`config.mk`:
```
export PLATFORM = sky130hd
export DESIGN_NAME = pcum_median
export DESIGN_NICKNAME = d
export VERILOG_FILES = /design/src/sv/pcum_pkg.sv /design/src/sv/pcum_median.sv
export SDC_FILE = /design/constraint.sdc
export NUM_CORES = 1
export LEC_CHECK = 0
export BUFFER_PORTS_ARGS = -buffer_cell sky130_fd_sc_hd__buf_2
export CAP_MARGIN = 0
export CORE_MARGIN = 3
export CORE_UTILIZATION = 25
export DETAILED_ROUTE_END_ITERATION = 8
export PLACE_DENSITY = 0.44
export SLEW_MARGIN = 10
export SYNTH_ARGS = -nofsm -noshare
export SYNTH_HDL_FRONTEND = slang
export SYNTH_SLANG_ARGS = --single-unit
```
`constraint.sdc`:
```
create_clock -name i_clk -period 18.1 [get_ports i_clk]
set_input_delay 0.905 -clock i_clk [delete_from_list [all_inputs] [get_ports i_clk]]
set_output_delay 0.905 -clock i_clk [all_outputs]
set_load 0.01 [all_outputs]
```
`src/sv/pcum_pkg.sv`:
```
// Package with shared types and constants of the per-context usage block.
package pcum_pkg;

    localparam int unsigned IdWidth   = 32;
    localparam int unsigned DataWidth = 64;

    typedef enum logic {
        t_kind_report = 1'b0,
        t_kind_round  = 1'b1
    } t_kind;

    typedef struct packed {
        logic                   kind;
        logic [IdWidth-1:0]     context_id;
        logic [DataWidth-1:0]   kernel_time;
        logic [DataWidth-1:0]   user_time;
        logic [DataWidth-1:0]   cycle_count;
    } t_in_item;

    typedef struct packed {
        logic [DataWidth-1:0]   latest_time_total;
        logic [DataWidth-1:0]   latest_cycle_total;
        logic [DataWidth-1:0]   median_time_total;
        logic [DataWidth-1:0]   median_cycle_total;
    } t_out_item;

endpackage

```
`src/sv/pcum_median.sv`:
```
// Sequential median of a history window, one compare-count step per cycle.
module pcum_median #(
    parameter int unsigned DEPTH = 5
) (
    input  logic                              i_clk,
    input  logic                              i_rst_n,
    input  logic                              i_start,
    input  logic [DEPTH*pcum_pkg::DataWidth-1:0] i_window,
    output logic                              o_done,
    output logic [pcum_pkg::DataWidth-1:0]    o_median
);
    localparam int unsigned IW = (DEPTH > 1) ? $clog2(DEPTH) : 1;
    localparam int unsigned CW = $clog2(DEPTH + 1);
    localparam int unsigned Mid = DEPTH / 2;

    logic          r_busy;
    logic [IW-1:0] r_i;
    logic [IW-1:0] r_j;
    logic [CW-1:0] r_less;
    logic [CW-1:0] r_leq;
    logic          r_found;
    logic [pcum_pkg::DataWidth-1:0] r_median;
    logic          r_done;

    logic [pcum_pkg::DataWidth-1:0] w_a;
    logic [pcum_pkg::DataWidth-1:0] w_b;
    logic [CW-1:0] n_less;
    logic [CW-1:0] n_leq;

    assign w_a = i_window[r_i*pcum_pkg::DataWidth +: pcum_pkg::DataWidth];
    assign w_b = i_window[r_j*pcum_pkg::DataWidth +: pcum_pkg::DataWidth];
    assign n_less = r_less + CW'(w_b < w_a);
    assign n_leq  = r_leq + CW'(w_b <= w_a);

    // Element i is the median when fewer than Mid+1 are below it and at least Mid+1 are at or below.
    always_ff @(posedge i_clk) begin
        r_done <= 1'b0;
        if (!i_rst_n) begin
            r_busy <= 1'b0;
        end else if (i_start) begin
            r_busy  <= 1'b1;
            r_i     <= '0;
            r_j     <= '0;
            r_less  <= '0;
            r_leq   <= '0;
            r_found <= 1'b0;
        end else if (r_busy) begin
            if (r_j == IW'(DEPTH - 1)) begin
                r_j    <= '0;
                r_less <= '0;
                r_leq  <= '0;
                if (!r_found && n_less <= CW'(Mid) && n_leq > CW'(Mid)) begin
                    r_found  <= 1'b1;
                    r_median <= w_a;
                end
                if (r_i == IW'(DEPTH - 1)) begin
                    r_busy <= 1'b0;
                    r_done <= 1'b1;
                end else begin
                    r_i <= r_i + 1'b1;
                end
            end else begin
                r_j    <= r_j + 1'b1;
                r_less <= n_less;
                r_leq  <= n_leq;
            end
        end
    end

    assign o_done   = r_done;
    assign o_median = r_median;
endmodule

```
---- Word level (Yosys, flattened, before mapping) ----
Cells that the tools add are included.
Widths: inputs -> output; s select.
operators by class
  $lt $le $gt $ge ......................... 4
  $add $sub $neg .......................... 4
  multiplexer cells ....................... 17
  divide/modulo/power cells ............... 0
  reduce and logical (&&, ||, !) cells .... 11
  shift-type cells ........................ 2
  bitwise gates (word level) .............. 4
  multipliers ............................. 0
  eq/ne operators ......................... 3
operators with widths
  operator             number
  $shiftx 320x10->64   2
  $le 64x64->1         1
  $lt 64x64->1         1
  $mux 3               9
  $mux 1               8
  $reduce_and 4->1     2
  $add 3x1->3          2
  $add 3x1->3 const B  2
  $eq 3x3->1 const B   2
  $reduce_bool 2->1    3
  $reduce_and 5->1     1
  $not 1->1            4
  $reduce_or 4->1      1
  $gt 3x2->1 const B   1
  $le 3x2->1 const B   1
  $logic_and 1x1->1    2
  $ne 2x2->1 const B   1
  $reduce_and 2->1     1
  $logic_not 1->1      1
word-level totals
  word-level logic and storage cells ...... 53
  memory bits (read-only) ................. 0
  memories ................................ 0
  flip-flop bits (word level) ............. 79
  output and inout bits ................... 65
  RAM bits ................................ 0
  input bits .............................. 323
  bits in latches ......................... 0

---- Longest topological paths before layout ----
Gate-level depths: netlist of run 1.
  depth in word-level cells ............... 9
  depth in mapped cells ................... 21
  mapped depth without buffers ............ 19

---- Least setup slack after synthesis of run 1 ----
Ideal clock, no wire load.
  kind .................................... register -> register
  from .................................... reg r_j[2]
  to ...................................... reg r_median (netlist bit o_median[0]) (enable)
  arrival ................................. 6598 ps
  data required time ...................... 17614 ps
  path buffers ............................ 3
  slack ................................... 11015 ps
  clock period less this slack ............ 7085 ps
  setup time .............................. 486 ps
  cell stages (with the launch flop) ...... 22
  path through ............................ edfxtp_1 -> clkbuf_1 -> clkbuf_1 -> buf_2 -> mux2i_1 -> nor2_1 -> a21oi_1 -> o22ai_1 -> ha_1 -> and4_4 -> nand4_4 -> nor4_2 -> or2b_1 -> o32a_1 -> o211a_1 -> or2_1 -> ha_1 -> ha_1 -> xnor2_1 -> nand2_1 -> nand4_1 -> nor2_1
between the ends
  word-level cells in the longest chain between the ends .. 7
  elaborated cells between the ends (all ways) .. 11
RTL lines
  element                          RTL line           text
  start: declaration               pcum_median.sv:18  logic [IW-1:0] r_j;
  start signal: assignment         pcum_median.sv:63  r_j <= r_j + 1'b1;
  $shiftx 320x10->64               pcum_median.sv:31  assign w_b = i_window[r_j*pcum_pkg::DataWidth +: pcum_pkg::DataWidth];
  $lt 64x64->1                     pcum_median.sv:32  assign n_less = r_less + CW'(w_b < w_a);
  $add 3x1->3                      pcum_median.sv:32
  $le 3x2->1                       pcum_median.sv:52  if (!r_found && n_less <= CW'(Mid) && n_leq > CW'(Mid)) begin
  $logic_and 1x1->1 (2 in series)  pcum_median.sv:52
  $reduce_and 5->1 (no line) *     -
  end signal: assignment           pcum_median.sv:54  r_median <= w_a;
  end: declaration                 pcum_median.sv:22  logic [pcum_pkg::DataWidth-1:0] r_median;
Mark *: on every way between the ends. The rest lies on a longest branch, timed or not.
A chain may end at the register's enable or synchronous reset.

---- Worst setup path after layout of run 1 ----
  from .................................... reg r_j[2]
  to ...................................... reg r_median (netlist bit o_median[18]) (enable)
between the ends
  elaborated cells between the ends (all ways) .. 11
RTL lines
  element                     RTL line           text
  $shiftx 320x10->64          pcum_median.sv:31
  $le 64x64->1                pcum_median.sv:33  assign n_leq = r_leq + CW'(w_b <= w_a);
  $add 3x1->3                 pcum_median.sv:33
  named net n_leq[1]          pcum_median.sv:28  logic [CW-1:0] n_leq;
  $gt 3x2->1                  pcum_median.sv:52
  $logic_and 1x1->1           pcum_median.sv:52
  $reduce_and 5->1 (no line)  -
The timed path passes the listed nets, and every way through them passes these cells.

==> impl_results.md, run 1 <==
* Cell area after synthesis at 9530 um^2
* Final worst path period share at 0.404
* TritonCTS clock tree: built
* Overflow after GRT at 0
* Critical path, cell by cell: buf_4 -> buf_4 -> nand2b_4 -> o22ai_1 -> ha_1 -> nand4_2 -> nor4_4 -> nand3_1 -> or2b_1 -> o32a_1 -> o211a_1 -> or2_1 -> ha_1 -> ha_1 -> nand2_1 -> nand2_1 -> nand4_1 -> nor2_4 -> buf_4
* CTS Sinks at 79
* Largest net degree at the start of global routing at 129
* Max cap viols at 0
* Crit-path max FO at 64
* Slowest stage delay, CP at 840 ps
* Starting Density at 0.257
* Predominant post-synthesis flop cell: edfxtp_1
* Largest family of logic cells by synthesized area: multiplexers
* Maximum clock path buffer count at 2
* DRT iter0 DRCs at 451
* Synth area leader: edfxtp_1
* Final core utilization at 0.331
* Final #Nets at 1865
* Worst slew margin at 0.276
* CP startpoint kind: register
* Vias in the first global route at 10100
* Synth Area in Compound Gates at 0.190
* Met1 usage at 0.245
* Crit end category: register
* Final Critical Period at 7310 ps
* CP Class: register to register
* Die Ht at 201 um
* Worst vdd ir at 0.0414 mV
* TritonRoute pass-1 iters at 4
* GR Util All Layers at 0.194
* Post-Syn Nets at 1539
* Hold WS at 567 ps
* Final hold violation count at 0
* Flop2flop setup slack at 10790 ps
* GRT met3 Usage at 0.0382
* P_leak at 5.81 nW
* RSZ-0062 raised after global routing: false
* Global Route met2 Usage at 0.340
* Port Buf Inserts at 387
* Global-route wire length before repair at 61500 um
* Core area at 37000 um^2
* Hold-fix buffer count after cts at 0
* Syn. warnings at 0
* Worst-Margin Slew at 1090 ps
* Via density at 4.91
* H-tree Lvls at 3
* FFs w/ async S/R, synth at 0
* GR peak layer: met2
* Clock Skew at 11.4 ps
* Post-synth top area share at 0.243
* PwrDens at 58.2 nW/um^2
* Area growth syn-to-layout at 28.8%
* F_max at 137 MHz
* Hpwl dp at 30600 um
* Post-synthesis simple-gate area fraction at 0.124
* Final setup fails at 0
* I/O Pins at 388
* Cells after Synth at 1144
* CTS Buf Count at 9
* Slew Limit Fails at 0
* Root Buffer Master: clkbuf_16
* Share of cells above drive strength 1 at 0.333
* Critical path required time at 18080 ps
* Min-delay worst type: register to register
* Vias at 9747
* Distinct cell type count after synthesis at 46
* Mux cell area share after synthesis at 0.277
* Routed wire per std cell at 20.6 um
* Final setup TNS at 0 ps
* Number of gates resized after cts at 0
* Synth Area in Adders at 0.0945
* Die X at 201 um
* Status: complete, no violations
* Rows at 70
* Number of remaining DRC errors at 0
* Routed Antenna Nets at 0
* Clk slew on worst S/H paths at 70 ps
* Slowest CP cell: buf_4
* WP data arrival at 7300 ps
* Post-synth EDFFs at 77
* Top post-synthesis cells by area: edfxtp_1 (24%), mux2i_1 (20%), ha_1 (9.5%)
* #FFs+latches synth at 79
* Clock latency on the worst-skew pair at 350 ps
* Die Area at 40500 um^2
* Post-synthesis sequential area ratio at 0.247
* Initial antenna violation count at 13
* Total Wirelength at 41000 um
* Avg Cell Area, Syn at 8.33 um^2
* Global placer's final weighted congestion at 0.840
* Postcts setup bufs at 0
* Post-synthesis xor/xnor area fraction at 0.00368
power breakdown:
part / internal, W / total, W / switching [W]
Clock: 0.000149 / 0.000234 / 0.0000848
Combinational: 0.000121 / 0.000274 / 0.000153
Sequential: 0.000205 / 0.000207 / 0.00000119
area by class of cell:
type                       instances  area [um^2]
fill                            3982        24800
multi-input combinational        909         6600
sequential                        79         2350
timing repair buffer             400         2050
tap                              504          631
inverter                          71          267
clock buffer                      10          229
clock inverter                     6          133
antenna                            8         20.0
through the flow:
step,setup slack [ps],total power [W],instances,cell area [um^2]
3_5_place_dp,10640,0.000487,1963,11900
4_1_cts,10580,0.000727,1979,12300
3_3_place_gp,10700,0.000486,1963,11900
2_1_floorplan,11020,0.000383,1144,9530
6_report,10790,0.000714,1987,12300
5_1_grt,10270,0.000762,1986,12300
layer usage:
metal / part of all wire / vias up
met2: 0.49 / 281
met1: 0.44 / 4600
met3: 0.053 / 38
li1: - / 4820
met4: 0.016 / 8
met5: 0.0016 / -
critical path: cells and delay by family, from the launching register on:
kind / cells / cell delay [ps]
compound gates: 3 / 540
buf+inv: 3 / 1800
flops: 1 / 390
fa+ha+maj: 3 / 830
simple gates: 10 / 3240
layout by cell type (no fill, tap or decap), types with 2 or more instances in the layout:
cell type	instances
nor2_4	2
nand4_1	10
nand2_1	84
dfxtp_1	2
inv_1	71
o21a_1	63
mux2i_1	191
nor2b_1	3
o22ai_1	63
ha_1	72
edfxtp_1	77
clkbuf_16	9
a221oi_1	2
diode_2	8
buf_4	12
a211oi_1	4
bufinv_16	4
mux2_2	63
nor3_1	4
a21oi_1	151
a21o_1	2
nor2_1	143
o21ai_0	9
a221o_1	2
and2_1	6
xnor2_1	4
nand3_1	10
buf_2	387
registers in the layout, summed over array words and instances (netlist names):
register,cells
r_busy,1
r_leq,3
r_found,1
o_done,1
o_median,64
r_j,3
r_i,3
r_less,3
logic make-up (layout without fill, tap and decap cells):
logic type	count (synthesis)	after routing
AND/OR/NAND/NOR	275	275
other	0	8
flip-flops	79	79
adder cells (fa/ha/maj)	72	72
buffers and inverters	156	487
AO/OA/AOI/OAI	303	303
XOR/XNOR	4	4
multiplexers	255	255
synthesized netlist by cell type (all sizes together) (3+ instances only):
cell type	n
a21oi	151
nand4	12
o22ai	63
o21a	63
nand3	10
edfxtp	77
buf	27
nor2	145
mux2	63
nor4	3
nor2b	3
clkbuf	58
inv	71
a211oi	4
nor3	4
ha	72
and2	7
xnor2	4
mux2i	191
o21ai	10
nand2	84
path summary, 6_finish.rpt:
path | startpoint | to | cells past startpoint
worst max-delay path | r_j[2] | o_median[18] | 19
worst min register to register | r_busy | o_done | 2
worst max register to register | r_j[2] | o_median[18] | 19
worst min-delay path | r_busy | o_done | 2
(Power assumes the default switching activity.)
==> inputs of run 2 (changes only) <==
PLACE_DENSITY = 0.46   (was 0.44)
clock period = 6.2 ns   (was 18.1 ns; I/O delays follow)
==> run 2 against run 1 <==
Compared with the run above:
- first-iteration DRC count fell by 2.0%
- largest cell class unchanged
- cell area down 0.20%
- worst setup slack got worse by 10000 ps
- critical endpoint is now o_median[28]
- register-to-register slack worse by 10000 ps
- total power increased to 2.7 times the previous value
- maximum frequency grew 34%
- clock power up 140%
- core utilization down 0.068 points
- wire length decreased by 4.1%
==> impl_results.md, run 2 (synthesized netlist as in run 1, its figures left out) <==
* Most frequent CP cell: ha_1
* Worst path depth at 19
* Crit-path max FO at 128
* Switch Pwr at 0.000686 W
* Most common cell after layout, fill and taps aside: buf_2
* CP startpoint kind: register
* Total Wirelength at 39300 um
* Critical path, cell by cell: buf_12 -> mux2_2 -> a21oi_1 -> o21a_1 -> ha_1 -> and4_4 -> nand4_4 -> nor4_2 -> nand3_1 -> o32a_1 -> o211a_1 -> or2_1 -> ha_1 -> ha_1 -> xnor2_1 -> nand2_1 -> nand4_1 -> nor2_4 -> buf_12
* Clock Skew at 9.61 ps
* Number of gates resized after cts at 0
* Crit path launch: r_i[1]
* Critical path required time at 6210 ps
* Final worst path period share at 0.882
* Die Ht at 201 um
* Maximum clock path buffer count at 2
* Slew Limit Fails at 0
* Fillers at 3996
* CP Class: register to register
* Routed wire per std cell at 19.8 um
* Min-delay worst type: input pin to register
* Final setup fails at 0
* Rows at 70
* Comb pwr share at 0.408
* PwrDens at 159 nW/um^2
* Root Buffer Master: clkbuf_16
* Crit end category: register
* Initial antenna violation count at 1
* Worst slew margin at 0.379
* Overflow after GRT at 0
* Worst R2R Start: r_i[1]
* Final hold violation count at 0
* RSZ-0062 raised after global routing: false
* Cell-internal power at 0.00127 W
* Number of buffer and inverter stages on the critical path at 2
* GR Util All Layers at 0.186
* CTS Sinks at 79
* Vias in the first global route at 10200
* Via density at 4.96
* Share of cells above drive strength 1 at 0.333
* Final setup TNS at 0 ps
* TritonRoute pass-1 iters at 4
* Postcts setup bufs at 0
* Most frequent cells in the layout: buf_2 (387), mux2i_1 (191), a21oi_1 (151)
* Max cap viols at 0
* Largest register FFs at 64
* Final #Nets at 1866
* Worst Hold Depth at 2
* Clk slew on worst S/H paths at 70 ps
* Worst vdd ir at 0.0990 mV
* R2r worst-path depth at 19
* Number of remaining DRC errors at 0
* Clock power frac at 0.283
* Port Buf Inserts at 387
* Core area at 37000 um^2
* Hpwl dp at 29500 um
* Die Area at 40500 um^2
* Status: complete, no violations
* CTS Buf Count at 9
* Largest net degree at the start of global routing at 131
* Die X at 201 um
* Slowest stage delay, CP at 610 ps
* Area growth syn-to-layout at 28.6%
* I/O Pins at 388
* Routed Antenna Nets at 0
* Sw Ratio at 0.351
* Fin area at 12300 um^2
* Final Critical Period at 5470 ps
* DRT iter0 DRCs at 442
* Post-Place Cell Area at 12000 um^2
* Worst reg2reg endpoint: o_median[28]
* P_leak at 5.80 nW
* Global placer's final weighted congestion at 0.838
* Hold WS at 316 ps
* H-tree Lvls at 3
* Worst-Margin Slew at 931 ps
* Top delay family on crit path: simple AND/OR/NAND/NOR gates
* WP data arrival at 5470 ps
* End of the critical path: o_median[28]
* Hold-fix buffer count after cts at 0
* F_max at 183 MHz
* Clock latency on the worst-skew pair at 350 ps
* Starting Density at 0.257
* Global-route wire length before repair at 59700 um
* TritonCTS clock tree: built
* Flop2flop setup slack at 730 ps
* Register share of total power at 0.309
* Hold_sp: i_start
* Slowest CP cell: buf_12
* Vias at 9835
run 2: changes by cell type in the layout (fill, tap and decap cells not counted), sizes merged:
cell    before  now
diode        8    1
bufinv       4    1
clkinv       1    4
inv         71   72
buf        400  401
clkbuf      10    9
run 2: cell type report:
type / count / area (um^2) / area share
Multi-Input combinational cell: 909 / 6600 / 0.539
Sequential cell: 79 / 2350 / 0.192
Timing Repair Buffer: 401 / 2100 / 0.172
Tap cell: 504 / 631 / 0.0515
Inverter: 71 / 267 / 0.0217
Clock buffer: 9 / 225 / 0.0184
Clock inverter: 7 / 71.3 / 0.00582
Antenna cell: 1 / 2.50 / 0.000204
run 2: how the worst min path moves through the flow:
stage	endpoint	slack (ps)
2_1_floorplan	o_done	480
3_3_place_gp	o_done	610
3_5_place_dp	o_done	620
4_1_cts	r_busy	300
5_1_grt	r_i[0]	350
6_report	r_i[0]	320
run 2: per-stage QoR:
step	std cells	utilization	total power, W	worst slack [ps]
finish	1981	0.331	0.00195	733
global route	1981	0.331	0.00210	290
CTS	1980	0.331	0.00199	717
detailed placement	1964	0.323	0.00142	747
global placement	1964	0.323	0.00142	758
floorplan	1144	-	0.00112	173
run 2: routing by layer:
| layer | global-route usage | share of wire | wire (um) | vias to the layer above |
|---|---|---|---|---|
| met1 | 0.229 | 0.42 | 16500 | 4637 |
| met3 | 0.0354 | 0.057 | 2260 | 36 |
| met2 | 0.338 | 0.51 | 19900 | 348 |
| li1 | - | - | - | 4814 |
| met5 | 0 | 0 | 0 | - |
| met4 | 0.0389 | 0.016 | 636 | 0 |
run 2: power groups by stage:
stage | clock network, W | logic, W | registers, W
global placement | 0 | 0.000801 | 0.000616
floorplan | 0 | 0.000503 | 0.000615
finish | 0.000552 | 0.000796 | 0.000604
CTS | 0.000577 | 0.000808 | 0.000604
detailed placement | 0 | 0.000805 | 0.000616
global route | 0.000596 | 0.000895 | 0.000605
==> inputs of run 3 (changes only) <==
PLACE_DENSITY = not set   (was 0.46)
clock period = 5.3 ns   (was 6.2 ns; I/O delays follow)
==> run 3 against run 2 <==
Compared with the run above:
- final cell count rose by 1.4%
- global-route usage fell by 0.55 points
- flip-flop and latch count did not move
- register-to-register slack got worse by 470 ps
- wire length rose by 2.5%
- first-iteration DRC count rose by 17%
- via count rose by 2.4%
- worst setup slack got worse by 470 ps
- count of clock-buffer cells in the layout did not move
- sequential power rose by 17%
- combinational power rose by 23%
- largest power group unchanged
- highest routed layer unchanged
==> impl_results.md, run 3 (synthesized netlist as in run 1, its figures left out) <==
* Vias at 10100
* Max cap viols at 0
* Final setup fails at 0
* CTS Sinks at 79
* Maximum clock path buffer count at 2
* Most frequent cells in the layout: buf_2 (387), mux2i_1 (191), a21oi_1 (151)
* Worst slew margin at 0.549
* CTS Buf Count at 9
* Area growth syn-to-layout at 32.8%
* I/O Pins at 388
* Hpwl dp at 30100 um
* CP startpoint kind: register
* Final setup TNS at 0 ps
* Final worst path period share at 0.951
* Starting Density at 0.257
* Initial antenna violation count at 2
* Clock Skew at 12.2 ps
* H-tree Lvls at 3
* Die Ht at 201 um
* CP Class: register to register
* TritonRoute pass-1 iters at 5
* Status: complete, no violations
* Critical path required time at 5340 ps
* Most frequent CP cell: ha_1
* Routed Antenna Nets at 0
* Slowest CP cell: edfxtp_1
* DRT iter0 DRCs at 517
* Share of cells above drive strength 1 at 0.344
* Routed wire per std cell at 20.0 um
* Slowest stage delay, CP at 510 ps
* Rows at 70
* Crit end category: register
* PwrDens at 180 nW/um^2
* Hold-fix buffer count after cts at 0
* Clk slew on worst S/H paths at 70 ps
* Worst-Margin Slew at 676 ps
* Global placer's final weighted congestion at 0.882
* Worst vdd ir at 0.129 mV
* F_max at 198 MHz
* Overflow after GRT at 0
* Post-Place Cell Area at 12200 um^2
* Root Buffer Master: clkbuf_16
* Clock latency on the worst-skew pair at 340 ps
* Largest net degree at the start of global routing at 130
* Crit-path max FO at 24
* P_leak at 6.00 nW
* Fin area at 12700 um^2
* Slew Limit Fails at 0
* WP data arrival at 5080 ps
* Largest register FFs at 64
* Core area at 37000 um^2
* GR Util All Layers at 0.180
* Vias in the first global route at 10100
* Number of remaining DRC errors at 0
* Final hold violation count at 0
* Critical path, cell by cell: buf_4 -> buf_8 -> mux2_2 -> a21oi_1 -> o21a_1 -> ha_1 -> nand4_1 -> nor2_1 -> a221o_1 -> a211o_1 -> a2111oi_2 -> o211a_1 -> or2_1 -> ha_1 -> ha_1 -> xnor2_1 -> nand2_1 -> nand4_1 -> nor2_4 -> buf_12 -> buf_12
* Die Area at 40500 um^2
* Final Critical Period at 5040 ps
* Global-route wire length before repair at 58400 um
* Final #Nets at 1892
* Total Wirelength at 40300 um
* TritonCTS clock tree: built
* Most common cell after layout, fill and taps aside: buf_2
* Port Buf Inserts at 387
* Via density at 5.01
* Min-delay worst type: input pin to register
* Die X at 201 um
-- run 3: power breakdown --
group,internal [W],switching [W],total [W]
sequential,0.000702,0.00000691,0.000708
clock,0.000318,0.000275,0.000593
combinational,0.000444,0.000536,0.000980
-- run 3: metrics by stage --
stage	cells	hold WS (ps)	total power [W]	util	worst slack, ps
5_1_grt	2009	295	0.00244	0.342	-5.69
2_1_floorplan	1144	490	0.00131	-	44.0
4_1_cts	1993	257	0.00230	0.335	130
6_report	2009	284	0.00228	0.342	259
3_3_place_gp	1977	613	0.00168	0.328	205
3_5_place_dp	1977	622	0.00168	0.328	153
-- run 3: worst max-delay path, delay by kind of cell (launching register included) --
family / cells / cell delay [ps]
AO/OA/AOI/OAI: 6 / 1600
AND/OR/NAND/NOR: 6 / 870
buffers and inverters: 4 / 730
adder cells (fa/ha/maj): 3 / 540
flip-flops: 1 / 510
multiplexers: 1 / 360
XOR/XNOR: 1 / 90
-- run 3: cell type report --
class | instances | area [um^2]
diodes | 3 | 7.51
clock buffers | 9 | 225
clock inverters | 7 | 46.3
fillers | 3872 | 24400
inverters | 71 | 267
multi-input cells | 909 | 6610
flip-flops and latches | 79 | 2350
well taps | 504 | 631
repair buffers | 427 | 2530
-- run 3: final timing paths --
kind	to	from	slack, ps	depth (start not counted)
max	o_median[46]	r_i[1]	260	21
min	r_busy	i_start	280	3
max reg2reg	o_median[46]	r_i[1]	260	21
min reg2reg	o_done	r_busy	620	2
-- run 3: what timing repair did --
action	4_1_cts	5_1_grt
setup buffers	0	8
gates resized for setup	0	10
endpoints found under the setup margin	0	64
-- run 3: routing by layer --
metal	routed length, um	global-route usage	vias to the layer above
met5	0	0	-
met4	673	0.0394	0
li1	-	-	4872
met3	2110	0.0262	37
met1	17100	0.226	4795
met2	20400	0.328	370
